==> src/rtl/core/hms_pkg.sv <==
// Shared types, codes and wrap helpers for the hours/minutes/seconds countdown timer.
`timescale 1ns / 1ps

package hms_pkg;

  localparam int unsigned HourW   = 5;
  localparam int unsigned MinSecW = 6;
  localparam int unsigned SecsW   = 17;
  localparam int unsigned StepW   = 6;

  localparam logic [SecsW-1:0] ThresholdReset = SecsW'(10);
  localparam logic [SecsW-1:0] SecPerHour     = SecsW'(3600);
  localparam logic [SecsW-1:0] SecPerMin      = SecsW'(60);

  localparam logic [MinSecW-1:0] MinSecMax = MinSecW'(59);

  typedef enum logic [1:0] {
    KIND_TICK   = 2'd0,
    KIND_TOGGLE = 2'd1,
    KIND_RESET  = 2'd2,
    KIND_ADJUST = 2'd3
  } kind_t;

  localparam logic [1:0] SEG_HOURS   = 2'd0;
  localparam logic [1:0] SEG_MINUTES = 2'd1;
  localparam logic [1:0] SEG_SECONDS = 2'd2;
  localparam logic [1:0] SEG_NONE    = 2'd3;

  localparam logic DIR_UP   = 1'b0;
  localparam logic DIR_DOWN = 1'b1;

  typedef struct packed {
    kind_t            kind;
    logic [1:0]       segment;
    logic             direction;
    logic [StepW-1:0] step;
  } evt_t;

  typedef struct packed {
    logic [HourW-1:0]   hours;
    logic [MinSecW-1:0] minutes;
    logic [MinSecW-1:0] seconds;
    logic               running;
    logic               active;
    logic               expiring;
  } res_t;

  // Hours wrap modulo 24; the step (0..63) is first reduced modulo 24.
  function automatic logic [HourW-1:0] wrap_hours(input logic [HourW-1:0] v,
                                                  input logic [StepW-1:0] step,
                                                  input logic down);
    logic [StepW-1:0] s;
    logic [StepW-1:0] t;
    if (step >= StepW'(48)) begin
      s = step - StepW'(48);
    end else if (step >= StepW'(24)) begin
      s = step - StepW'(24);
    end else begin
      s = step;
    end
    if (down == DIR_DOWN) begin
      t = StepW'(v) + StepW'(24) - s;
    end else begin
      t = StepW'(v) + s;
    end
    if (t >= StepW'(24)) begin
      t = t - StepW'(24);
    end
    return t[HourW-1:0];
  endfunction

  // Minutes and seconds wrap modulo 60.
  function automatic logic [MinSecW-1:0] wrap_minsec(input logic [MinSecW-1:0] v,
                                                     input logic [StepW-1:0] step,
                                                     input logic down);
    logic [StepW-1:0]   s;
    logic [MinSecW:0]   t;
    s = (step >= StepW'(60)) ? step - StepW'(60) : step;
    if (down == DIR_DOWN) begin
      t = (MinSecW+1)'(v) + (MinSecW+1)'(60) - (MinSecW+1)'(s);
    end else begin
      t = (MinSecW+1)'(v) + (MinSecW+1)'(s);
    end
    if (t >= (MinSecW+1)'(60)) begin
      t = t - (MinSecW+1)'(60);
    end
    return t[MinSecW-1:0];
  endfunction

endpackage

==> src/rtl/core/hms_in_reg.sv <==
// Input register stage holding one request for the timer core.
`timescale 1ns / 1ps

module hms_in_reg
  import hms_pkg::*;
(
  input  logic clk,
  input  logic rst,
  input  logic evt_valid,
  output logic evt_stall,
  input  evt_t evt_in,
  input  logic advance,
  output logic s1_valid,
  output evt_t s1_evt
);

  // The stage holds only while its request cannot move on to the core.
  assign evt_stall = s1_valid && !advance;

  always_ff @(posedge clk) begin
    if (rst) begin
      s1_valid <= 1'b0;
    end else if (!evt_stall) begin
      s1_valid <= evt_valid;
    end
  end

  always_ff @(posedge clk) begin
    if (evt_valid && !evt_stall) begin
      s1_evt <= evt_in;
    end
  end

endmodule

==> src/rtl/core/hms_core.sv <==
// Timer state update and result register.
`timescale 1ns / 1ps

module hms_core
  import hms_pkg::*;
(
  input  logic             clk,
  input  logic             rst,
  input  logic             s1_valid,
  input  evt_t             s1_evt,
  input  logic [SecsW-1:0] threshold,
  input  logic             res_stall,
  output logic             advance,
  output logic             res_valid,
  output res_t             res
);

  // Display fields.
  logic [HourW-1:0]   disp_h, disp_h_next;
  logic [MinSecW-1:0] disp_m, disp_m_next;
  logic [MinSecW-1:0] disp_s, disp_s_next;
  // Remaining time, kept both in seconds and split, so a tick needs no division.
  logic [HourW-1:0]   rem_h, rem_h_next;
  logic [MinSecW-1:0] rem_m, rem_m_next;
  logic [MinSecW-1:0] rem_s, rem_s_next;
  logic [SecsW-1:0]   rem_secs, rem_secs_next;
  logic               run, run_next;
  logic               loaded, loaded_next;

  logic               upd;
  logic [SecsW-1:0]   load_secs;

  assign advance = !res_valid || !res_stall;
  assign upd     = s1_valid && advance;

  assign load_secs = SecsW'(disp_h) * SecPerHour + SecsW'(disp_m) * SecPerMin
                   + SecsW'(disp_s);

  always_comb begin
    disp_h_next   = disp_h;
    disp_m_next   = disp_m;
    disp_s_next   = disp_s;
    rem_h_next    = rem_h;
    rem_m_next    = rem_m;
    rem_s_next    = rem_s;
    rem_secs_next = rem_secs;
    run_next      = run;
    loaded_next   = loaded;
    unique case (s1_evt.kind)
      KIND_TICK: begin
        if (run) begin
          if (rem_secs == '0) begin
            // One tick past zero clears the timer.
            run_next    = 1'b0;
            loaded_next = 1'b0;
            rem_h_next  = '0;
            rem_m_next  = '0;
            rem_s_next  = '0;
          end else begin
            rem_secs_next = rem_secs - SecsW'(1);
            if (rem_s != '0) begin
              rem_s_next = rem_s - MinSecW'(1);
            end else begin
              rem_s_next = MinSecMax;
              if (rem_m != '0) begin
                rem_m_next = rem_m - MinSecW'(1);
              end else begin
                rem_m_next = MinSecMax;
                rem_h_next = rem_h - HourW'(1);
              end
            end
          end
          disp_h_next = rem_h_next;
          disp_m_next = rem_m_next;
          disp_s_next = rem_s_next;
        end
      end
      KIND_TOGGLE: begin
        if (run) begin
          run_next = 1'b0;
        end else if (!loaded) begin
          // A zero total still runs and clears itself on the next tick.
          rem_secs_next = load_secs;
          rem_h_next    = disp_h;
          rem_m_next    = disp_m;
          rem_s_next    = disp_s;
          loaded_next   = (load_secs != '0);
          run_next      = 1'b1;
        end else begin
          run_next = 1'b1;
        end
      end
      KIND_RESET: begin
        disp_h_next   = '0;
        disp_m_next   = '0;
        disp_s_next   = '0;
        rem_h_next    = '0;
        rem_m_next    = '0;
        rem_s_next    = '0;
        rem_secs_next = '0;
        run_next      = 1'b0;
        loaded_next   = 1'b0;
      end
      KIND_ADJUST: begin
        if (s1_evt.segment == SEG_HOURS) begin
          disp_h_next = wrap_hours(disp_h, s1_evt.step, s1_evt.direction);
        end else if (s1_evt.segment == SEG_MINUTES) begin
          disp_m_next = wrap_minsec(disp_m, s1_evt.step, s1_evt.direction);
        end else if (s1_evt.segment == SEG_SECONDS) begin
          disp_s_next = wrap_minsec(disp_s, s1_evt.step, s1_evt.direction);
        end
      end
      default: begin
      end
    endcase
  end

  always_ff @(posedge clk) begin
    if (rst) begin
      disp_h   <= '0;
      disp_m   <= '0;
      disp_s   <= '0;
      rem_h    <= '0;
      rem_m    <= '0;
      rem_s    <= '0;
      rem_secs <= '0;
      run      <= 1'b0;
      loaded   <= 1'b0;
    end else if (upd) begin
      disp_h   <= disp_h_next;
      disp_m   <= disp_m_next;
      disp_s   <= disp_s_next;
      rem_h    <= rem_h_next;
      rem_m    <= rem_m_next;
      rem_s    <= rem_s_next;
      rem_secs <= rem_secs_next;
      run      <= run_next;
      loaded   <= loaded_next;
    end
  end

  always_ff @(posedge clk) begin
    if (rst) begin
      res_valid <= 1'b0;
    end else if (advance) begin
      res_valid <= s1_valid;
    end
  end

  always_ff @(posedge clk) begin
    if (upd) begin
      res.hours    <= disp_h_next;
      res.minutes  <= disp_m_next;
      res.seconds  <= disp_s_next;
      res.running  <= run_next;
      res.active   <= loaded_next;
      res.expiring <= loaded_next && (rem_secs_next < threshold);
    end
  end

endmodule

==> src/rtl/core/hms_countdown_timer_unit.sv <==
// Top level of the hours/minutes/seconds countdown timer.
// A request passes the input register, then the result register; a downstream stall can hold it between them.
// Throughput: one request per cycle while no result is held back downstream.
// While a result waits downstream the input register takes one more request, then stalls.
// Reset (rst, synchronous) clears the timer, the display and both stages,
// and sets the expire threshold to ten seconds.
`timescale 1ns / 1ps

module hms_countdown_timer_unit
  import hms_pkg::*;
(
  input  logic               clk,
  input  logic               rst,
  input  logic               evt_valid,
  output logic               evt_stall,
  input  logic [1:0]         kind,
  input  logic [1:0]         segment,
  input  logic               direction,
  input  logic [StepW-1:0]   step,
  output logic               res_valid,
  input  logic               res_stall,
  output logic [HourW-1:0]   hours,
  output logic [MinSecW-1:0] minutes,
  output logic [MinSecW-1:0] seconds,
  output logic               running,
  output logic               active,
  output logic               expiring,
  input  logic               cfg_valid,
  output logic               cfg_ready,
  input  logic [SecsW-1:0]   cfg_data
);

  logic             advance;
  logic             s1_valid;
  evt_t             s1_evt;
  evt_t             evt_in;
  res_t             res;
  logic [SecsW-1:0] threshold;

  assign cfg_ready = 1'b1;

  always_ff @(posedge clk) begin
    if (rst) begin
      threshold <= ThresholdReset;
    end else if (cfg_valid && cfg_ready) begin
      threshold <= cfg_data;
    end
  end

  assign evt_in.kind      = kind_t'(kind);
  assign evt_in.segment   = segment;
  assign evt_in.direction = direction;
  assign evt_in.step      = step;

  hms_in_reg u_in_reg (
    .clk       (clk),
    .rst       (rst),
    .evt_valid (evt_valid),
    .evt_stall (evt_stall),
    .evt_in    (evt_in),
    .advance   (advance),
    .s1_valid  (s1_valid),
    .s1_evt    (s1_evt)
  );

  hms_core u_core (
    .clk       (clk),
    .rst       (rst),
    .s1_valid  (s1_valid),
    .s1_evt    (s1_evt),
    .threshold (threshold),
    .res_stall (res_stall),
    .advance   (advance),
    .res_valid (res_valid),
    .res       (res)
  );

  assign hours    = res.hours;
  assign minutes  = res.minutes;
  assign seconds  = res.seconds;
  assign running  = res.running;
  assign active   = res.active;
  assign expiring = res.expiring;

  // The input side only stalls when a result is held back downstream.
  a_stall_cause: assert property (@(posedge clk) disable iff (rst)
    evt_stall |-> (res_valid && res_stall))
    else $error("input stalled without a held result");

  a_fields_range: assert property (@(posedge clk) disable iff (rst)
    res_valid |-> (hours < HourW'(24) && minutes < MinSecW'(60) && seconds < MinSecW'(60)))
    else $error("display field out of range");

  a_expiring_active: assert property (@(posedge clk) disable iff (rst)
    (res_valid && expiring) |-> active)
    else $error("expiring raised while no duration is loaded");

  a_reset_empty: assert property (@(posedge clk)
    rst |=> (!res_valid && !evt_stall))
    else $error("pipeline not empty after reset");

endmodule

==> config.mk <==
export PLATFORM = sky130hd
export DESIGN_NAME = hms_countdown_timer_unit
export DESIGN_NICKNAME = d
export VERILOG_FILES = /design/src/rtl/core/hms_pkg.sv /design/src/rtl/core/hms_in_reg.sv /design/src/rtl/core/hms_core.sv /design/src/rtl/core/hms_countdown_timer_unit.sv
export SDC_FILE = /design/constraint.sdc
export NUM_CORES = 1
export LEC_CHECK = 0
export BUFFER_PORTS_ARGS = -buffer_cell sky130_fd_sc_hd__buf_2
export CORE_MARGIN = 3
export CORE_UTILIZATION = 35
export CTS_CLUSTER_SIZE = 24
export DETAILED_ROUTE_END_ITERATION = 10
export RECOVER_POWER = 50
export SYNTH_ARGS = -nofsm -noshare
export SYNTH_HDL_FRONTEND = slang
export SYNTH_HIERARCHICAL = 1
export SYNTH_SLANG_ARGS = --single-unit
==> constraint.sdc <==
create_clock -name clk -period 12.74 [get_ports clk]
set_clock_uncertainty 0.15 [all_clocks]
set_input_delay 3.185 -clock clk [delete_from_list [all_inputs] [get_ports clk]]
set_output_delay 3.185 -clock clk [all_outputs]
set_load 0.02 [all_outputs]
==> impl_metrics.env, run 1 <==
export IMPL_rsz0062_at_grt="false"
export IMPL_cts_htree_levels=3
export IMPL_ir_drop_uv=63.7
export IMPL_setup_viol=0
export IMPL_grt_pass1_vias=8538
export IMPL_cts_sinks=103
export IMPL_outcome="finished, violations left"
export IMPL_tns_ns=0
export IMPL_holdBufCountCts=0
export IMPL_antenna_found_initial=0
export IMPL_nets=1401
export IMPL_path_clk_slew_ns=0.08
export IMPL_vias_per_cell=5.54
export IMPL_synth_top_family_by_area="compound AO/OA/AOI/OAI gates"
export IMPL_synthCells=1195
export IMPL_synth_edff_count=31
export IMPL_wl_per_cell_um=17.2
export IMPL_async_reset_ff_frac=0
export IMPL_core_um2=27400
export IMPL_max_slew_margin=-1.38
export IMPL_avgSynthCellArea_um2=8.30
export IMPL_post_cts_buffers=0
export IMPL_seq_area_frac_synth=0.239
export IMPL_cts_path_max_buffers=2
export IMPL_drive_gt1_frac=0.0679
export IMPL_ys_warn_count=6
export IMPL_antennaDiodeCount=0
export IMPL_cts_buffers=9
export IMPL_clkLatencyLatePin_ns=0.36
export IMPL_hp_class="flop to flop"
export IMPL_stdcell_area_um2=10700
export IMPL_max_freq_mhz=141
export IMPL_drt_iter0_drc=791
export IMPL_gp_congestion=0.894
export IMPL_fillers=2864
export IMPL_fp_dieH_um=174
export IMPL_synth_adder_area_share=0.205
export IMPL_ys_flop_type="dfxtp_1"
export IMPL_start_kind="input port"
export IMPL_grt_pass1_wl_um=44500
export IMPL_maxSlewViolCount=71
export IMPL_dr_pass1_iters=5
export IMPL_dieArea_um2=30400
export IMPL_ys_types=94
export IMPL_cts_tree="yes"
export IMPL_power_density_nw_per_um2=98.0
export IMPL_dp_hpwl_um=20700
export IMPL_synth_compound_area_frac=0.219
export IMPL_cts_resized_gates=0
export IMPL_ant_nets=0
export IMPL_drc_errors=0
export IMPL_place_area_um2=10500
export IMPL_cts_root_buf="clkbuf_16"
export IMPL_crit_path_end_kind="flop"
export IMPL_ys_ff_latch=103
export IMPL_rows=60
export IMPL_gr_usage_all_layers=0.179
export IMPL_synth_area_um2=9920
export IMPL_violations="max-capacitance violations, max-slew violations"
export IMPL_worstPathArrival_ns=7.20
export IMPL_path_class="input port to flop"
export IMPL_worstMarginPinSlew_ns=3.57
export IMPL_grt_max_degree=71
export IMPL_crit_fanout=70
export IMPL_start_util=0.362
export IMPL_yosys_area_share_xor_xnor=0.0371
export IMPL_vias=8835
export IMPL_layout_common_cells="nor2_1 (146), ha_1 (129), inv_1 (109), dfxtp_1 (72), nand2_1 (69)"
export IMPL_io_buffers=54
export IMPL_finalWirelength_um=27500
export IMPL_timing_max_cap_violations=1
export IMPL_dp_slack_ns=5.74
export IMPL_overflow=0
export IMPL_die_x_um=174
export IMPL_cellLeakagePower_nw=4.62
export IMPL_worst_slack_ns=5.62
export IMPL_fin_crit_sh=0.558
export IMPL_min_period_ns=7.12
export IMPL_cp_data_required_time_ns=12.82
export IMPL_synthMuxAreaShare=0.0281
export IMPL_whs_ns=0.343
export IMPL_syn_num_nets=1378
export IMPL_hold_violations=0
export IMPL_boundaryPins=56
export IMPL_yosys_area_share_simple=0.204
export IMPL_syn_to_final_growth_pct=8.01
export IMPL_final_common_cell="nor2_1"
-- synthesized netlist by cell type (all sizes together), types with 13 or more instances --
library cell,number,area share
nor2,148,0.057
ha,129,0.16
inv,110,0.042
dfxtp,72,0.15
nand2,70,0.027
o21ai,67,0.034
a21oi,64,0.033
clkbuf,36,0.014
nor3,35,0.019
edfxtp,31,0.094
nand2b,31,0.020
xnor2,30,0.026
nand3,29,0.016
a211oi,25,0.021
mux2i,23,0.023
fa,21,0.042
buf,16,0.012
nor2b,16,0.011
o211ai,14,0.011
a21o,13,0.0098
or3,13,0.0082
-- worst max-delay path: stages --
cell	delay (ns)
buf_2	0.07
clkbuf_1	2.50
inv_1	0.85
nand3_1	0.31
o31a_1	0.15
o21ai_0	0.08
-- layout make-up --
type                       count  area, um^2  area share
inverter                     110         413      0.0386
clock inverter                 6        52.6     0.00491
multi-input combinational    930        6870       0.641
tap                          372         465      0.0435
clock buffer                  10         229      0.0214
sequential                   103        2370       0.221
timing repair buffer          64         308      0.0287
-- final timing paths --
| check | slack, ns | cells past startpoint | end | start |
|---|---|---|---|---|
| setup / recovery | 5.62 | 6 | u_core/disp_m[2] | rst |
| hold / removal | 0.34 | 2 | threshold[12] | threshold[12] |
| setup reg to reg | 5.96 | 26 | u_core/res[0] | u_core/disp_m[2] |
| hold reg to reg | 0.34 | 2 | threshold[12] | threshold[12] |
-- registers in the layout, summed over array words and instances, names as in the netlist, 5 cells and up --
| register | flops |
|---|---|
| u_core/disp_h | 5 |
| u_in_reg/s1_evt | 11 |
| u_core/res | 20 |
| u_core/rem_s | 6 |
| u_core/disp_s | 6 |
| u_core/rem_m | 6 |
| u_core/rem_h | 5 |
| threshold | 17 |
| u_core/rem_secs | 17 |
| u_core/disp_m | 6 |
-- routing by layer --
metal  up-vias  part of all wire  global-route usage
li1       4346                 -                   -
met1      4134              0.46               0.237
met2       286              0.45               0.296
met3        69             0.051              0.0242
met4         0             0.038              0.0674
met5         -                 0                   0
-- power by group --
group / switching (W) / internal (W) / leakage, nW
Clock: 0.000142 / 0.000137 / 0.141
Combinational: 0.000236 / 0.000151 / 3.58
Sequential: 0.0000255 / 0.000357 / 0.891
Total: 0.000404 / 0.000645 / 4.62
-- per-stage QoR --
| step | power (W) | instances | util |
|---|---|---|---|
| finish | 0.00105 | 1595 | 0.391 |
| global route | 0.00112 | 1595 | 0.391 |
| CTS | 0.00106 | 1595 | 0.393 |
| detailed placement | 0.000774 | 1579 | 0.382 |
| global placement | 0.000769 | 1579 | 0.382 |
| floorplan | 0.000680 | 1195 | - |
-- kinds of logic after synthesis --
kind of cell,count (synthesis)
compound gates,309
buf+inv,162
mux,27
flops,103
simple gates,401
other cells,1
fa+ha+maj,150
xor+xnor,42
(Power assumes the default switching activity.)
==> run 2, diff against run 1 <==
==> constraint.sdc (replaced) <==
create_clock -name clk -period 5.9 [get_ports clk]
set_clock_uncertainty 0.15 [all_clocks]
set_input_delay 1.475 -clock clk [delete_from_list [all_inputs] [get_ports clk]]
set_output_delay 1.475 -clock clk [all_outputs]
set_load 0.02 [all_outputs]
==> run 2 against run 1 <==
  * The run ends with max-capacitance violations, max-slew violations, negative setup slack left
  * Via count is 3.2% higher
  * Setup slack worse by 5.8 ns
  * Routed wire length is 4.0% higher
  * Clock power is 120% higher
  * Critical path depth is 21 higher
  * Cell count is 3.3% higher
  * Count of clock-buffer cells in the layout stayed put
  * First-iteration DRC count is 0.13% higher
  * Total power is 120% higher
  * Combinational power is 130% higher
  * Flip-flop and latch count stayed put
  * Sequential power is 110% higher
==> impl_metrics.env, run 2 (synthesis gave the netlist of run 1 again) <==
export IMPL_outcome="finished, violations left"
export IMPL_violations="max-capacitance violations, max-slew violations, negative setup slack"
export IMPL_setup_viol=1
export IMPL_maxSlewViolCount=123
export IMPL_cts_root_buf="clkbuf_16"
export IMPL_nets=1453
export IMPL_ant_nets=0
export IMPL_seq_area_um2=2380
export IMPL_ir_drop_uv=122
export IMPL_cts_sinks=103
export IMPL_finalWirelength_um=28600
export IMPL_cts_tree="yes"
export IMPL_io_buffers=54
export IMPL_tns_ns=-0.147
export IMPL_clkLatencyLatePin_ns=0.37
export IMPL_fillers=2786
export IMPL_die_x_um=174
export IMPL_cts_buffers=9
export IMPL_rsz0062_at_grt="true"
export IMPL_top_register="u_core/res"
export IMPL_timing_max_cap_violations=3
export IMPL_cp_data_required_time_ns=5.85
export IMPL_instances_no_fill=1647
export IMPL_cellLeakagePower_nw=4.87
export IMPL_syn_to_final_growth_pct=13.5
export IMPL_layout_common_cells="nor2_1 (145), ha_1 (124), inv_1 (107), dfxtp_1 (69), nand2_1 (69)"
export IMPL_boundaryPins=56
export IMPL_wl_per_cell_um=17.4
export IMPL_worstMarginPinSlew_ns=1.91
export IMPL_antennaDiodeCount=0
export IMPL_cts_path_max_buffers=2
export IMPL_hold_violations=0
export IMPL_max_slew_margin=-0.273
export IMPL_gp_congestion=0.886
export IMPL_finish_utilization=0.411
export IMPL_power_w=0.00234
export IMPL_dp_hpwl_um=21800
export IMPL_grt_pass1_wl_um=45500
export IMPL_cts_htree_levels=3
export IMPL_drc_errors=0
export IMPL_overflow=0
export IMPL_dp_cells=1619
export IMPL_worst_slack_ns=-0.147
export IMPL_dr_pass1_iters=6
export IMPL_antenna_found_initial=0
export IMPL_multi_input_area_um2=7020
export IMPL_fin_crit_sh=1.02
export IMPL_core_um2=27400
export IMPL_crit_path_end_kind="flop"
export IMPL_worstPathArrival_ns=6.00
export IMPL_power_density_nw_per_um2=208
export IMPL_start_kind="flop"
export IMPL_crit_fanout=5
export IMPL_path_clk_slew_ns=0.08
export IMPL_dieArea_um2=30400
export IMPL_max_freq_mhz=165
export IMPL_reg_largest_list="u_core/res x20, threshold x17, u_core/rem_secs x17"
export IMPL_drt_iter0_drc=792
export IMPL_grt_pass1_vias=8696
export IMPL_fp_dieH_um=174
export IMPL_grt_max_degree=50
export IMPL_regToRegSetupSlack_ns=-0.15
export IMPL_start_util=0.362
export IMPL_hp_class="flop to flop"
export IMPL_drive_gt1_frac=0.124
export IMPL_min_period_ns=6.05
export IMPL_path_class="flop to flop"
export IMPL_largest_reg_flops=20
export IMPL_final_common_cell="nor2_1"
export IMPL_holdBufCountCts=0
export IMPL_gr_usage_all_layers=0.185
export IMPL_rows=60
export IMPL_vias_per_cell=5.53
export IMPL_vias=9115
run 2: critical path: stages (launching register included):
cell	delay, ns
dfxtp_4	0.37
fa_1	0.52
fa_1	0.55
buf_4	0.12
inv_1	0.05
fa_1	0.40
inv_1	0.07
a21o_1	0.12
a21oi_2	0.06
o21bai_1	0.12
a21oi_1	0.09
xnor2_1	0.13
ha_1	0.32
ha_4	0.27
a2111o_1	0.41
o2111ai_2	0.23
a21boi_1	0.11
xnor2_1	0.15
buf_4	0.14
nor2_1	0.06
a2111oi_4	0.33
nor2_2	0.09
ha_1	0.31
nand4_1	0.14
nor2_1	0.14
o21ai_0	0.09
a21oi_1	0.18
nor4_2	0.07
run 2: power breakdown:
| group | total (W) | leakage [nW] | switching [W] | internal [W] |
|---|---|---|---|---|
| registers | 0.000823 | 0.893 | 0.0000515 | 0.000772 |
| clock network | 0.000606 | 0.127 | 0.000316 | 0.000290 |
| logic | 0.000909 | 3.85 | 0.000535 | 0.000374 |
run 2: repair_timing:
| action | in CTS | in global routing |
|---|---|---|
| buffers inserted | 8 | 4 |
| pin swaps | 31 | 21 |
| resized for setup | 15 | 5 |
| endpoints found under the setup margin | 1 | 1 |
run 2: per-layer routing:
layer	up-vias	track usage	part of all wire
met1	4314	0.239	0.44
met2	290	0.310	0.47
met3	54	0.0321	0.060
li1	4457	-	-
met5	-	0	0
met4	0	0.0680	0.034
run 2: final cells by class:
cell class,count,area share
Clock buffer,10,0.0203
Tap cell,372,0.0414
Clock inverter,6,0.00400
Timing Repair Buffer,116,0.0621
Sequential cell,103,0.212
Inverter,110,0.0367
Multi-Input combinational cell,930,0.624
run 2: final timing paths:
check,start,endpoint,cells past startpoint
max,u_core/disp_m[2],u_core/res[0],27
max reg2reg,u_core/disp_m[2],u_core/res[0],27
min reg2reg,u_in_reg/s1_valid,u_core/res_valid,2
min,u_in_reg/s1_valid,u_core/res_valid,2
run 2: per-stage QoR:
stage	hold WS (ns)	instance area [um^2]	worst slack, ns
3_3_place_gp	0.324	10800	-0.215
3_5_place_dp	0.335	10800	-0.381
5_1_grt	0.379	11300	-0.393
2_1_floorplan	0.303	9970	0.000867
6_report	0.349	11300	-0.147
4_1_cts	0.356	11200	-0.105
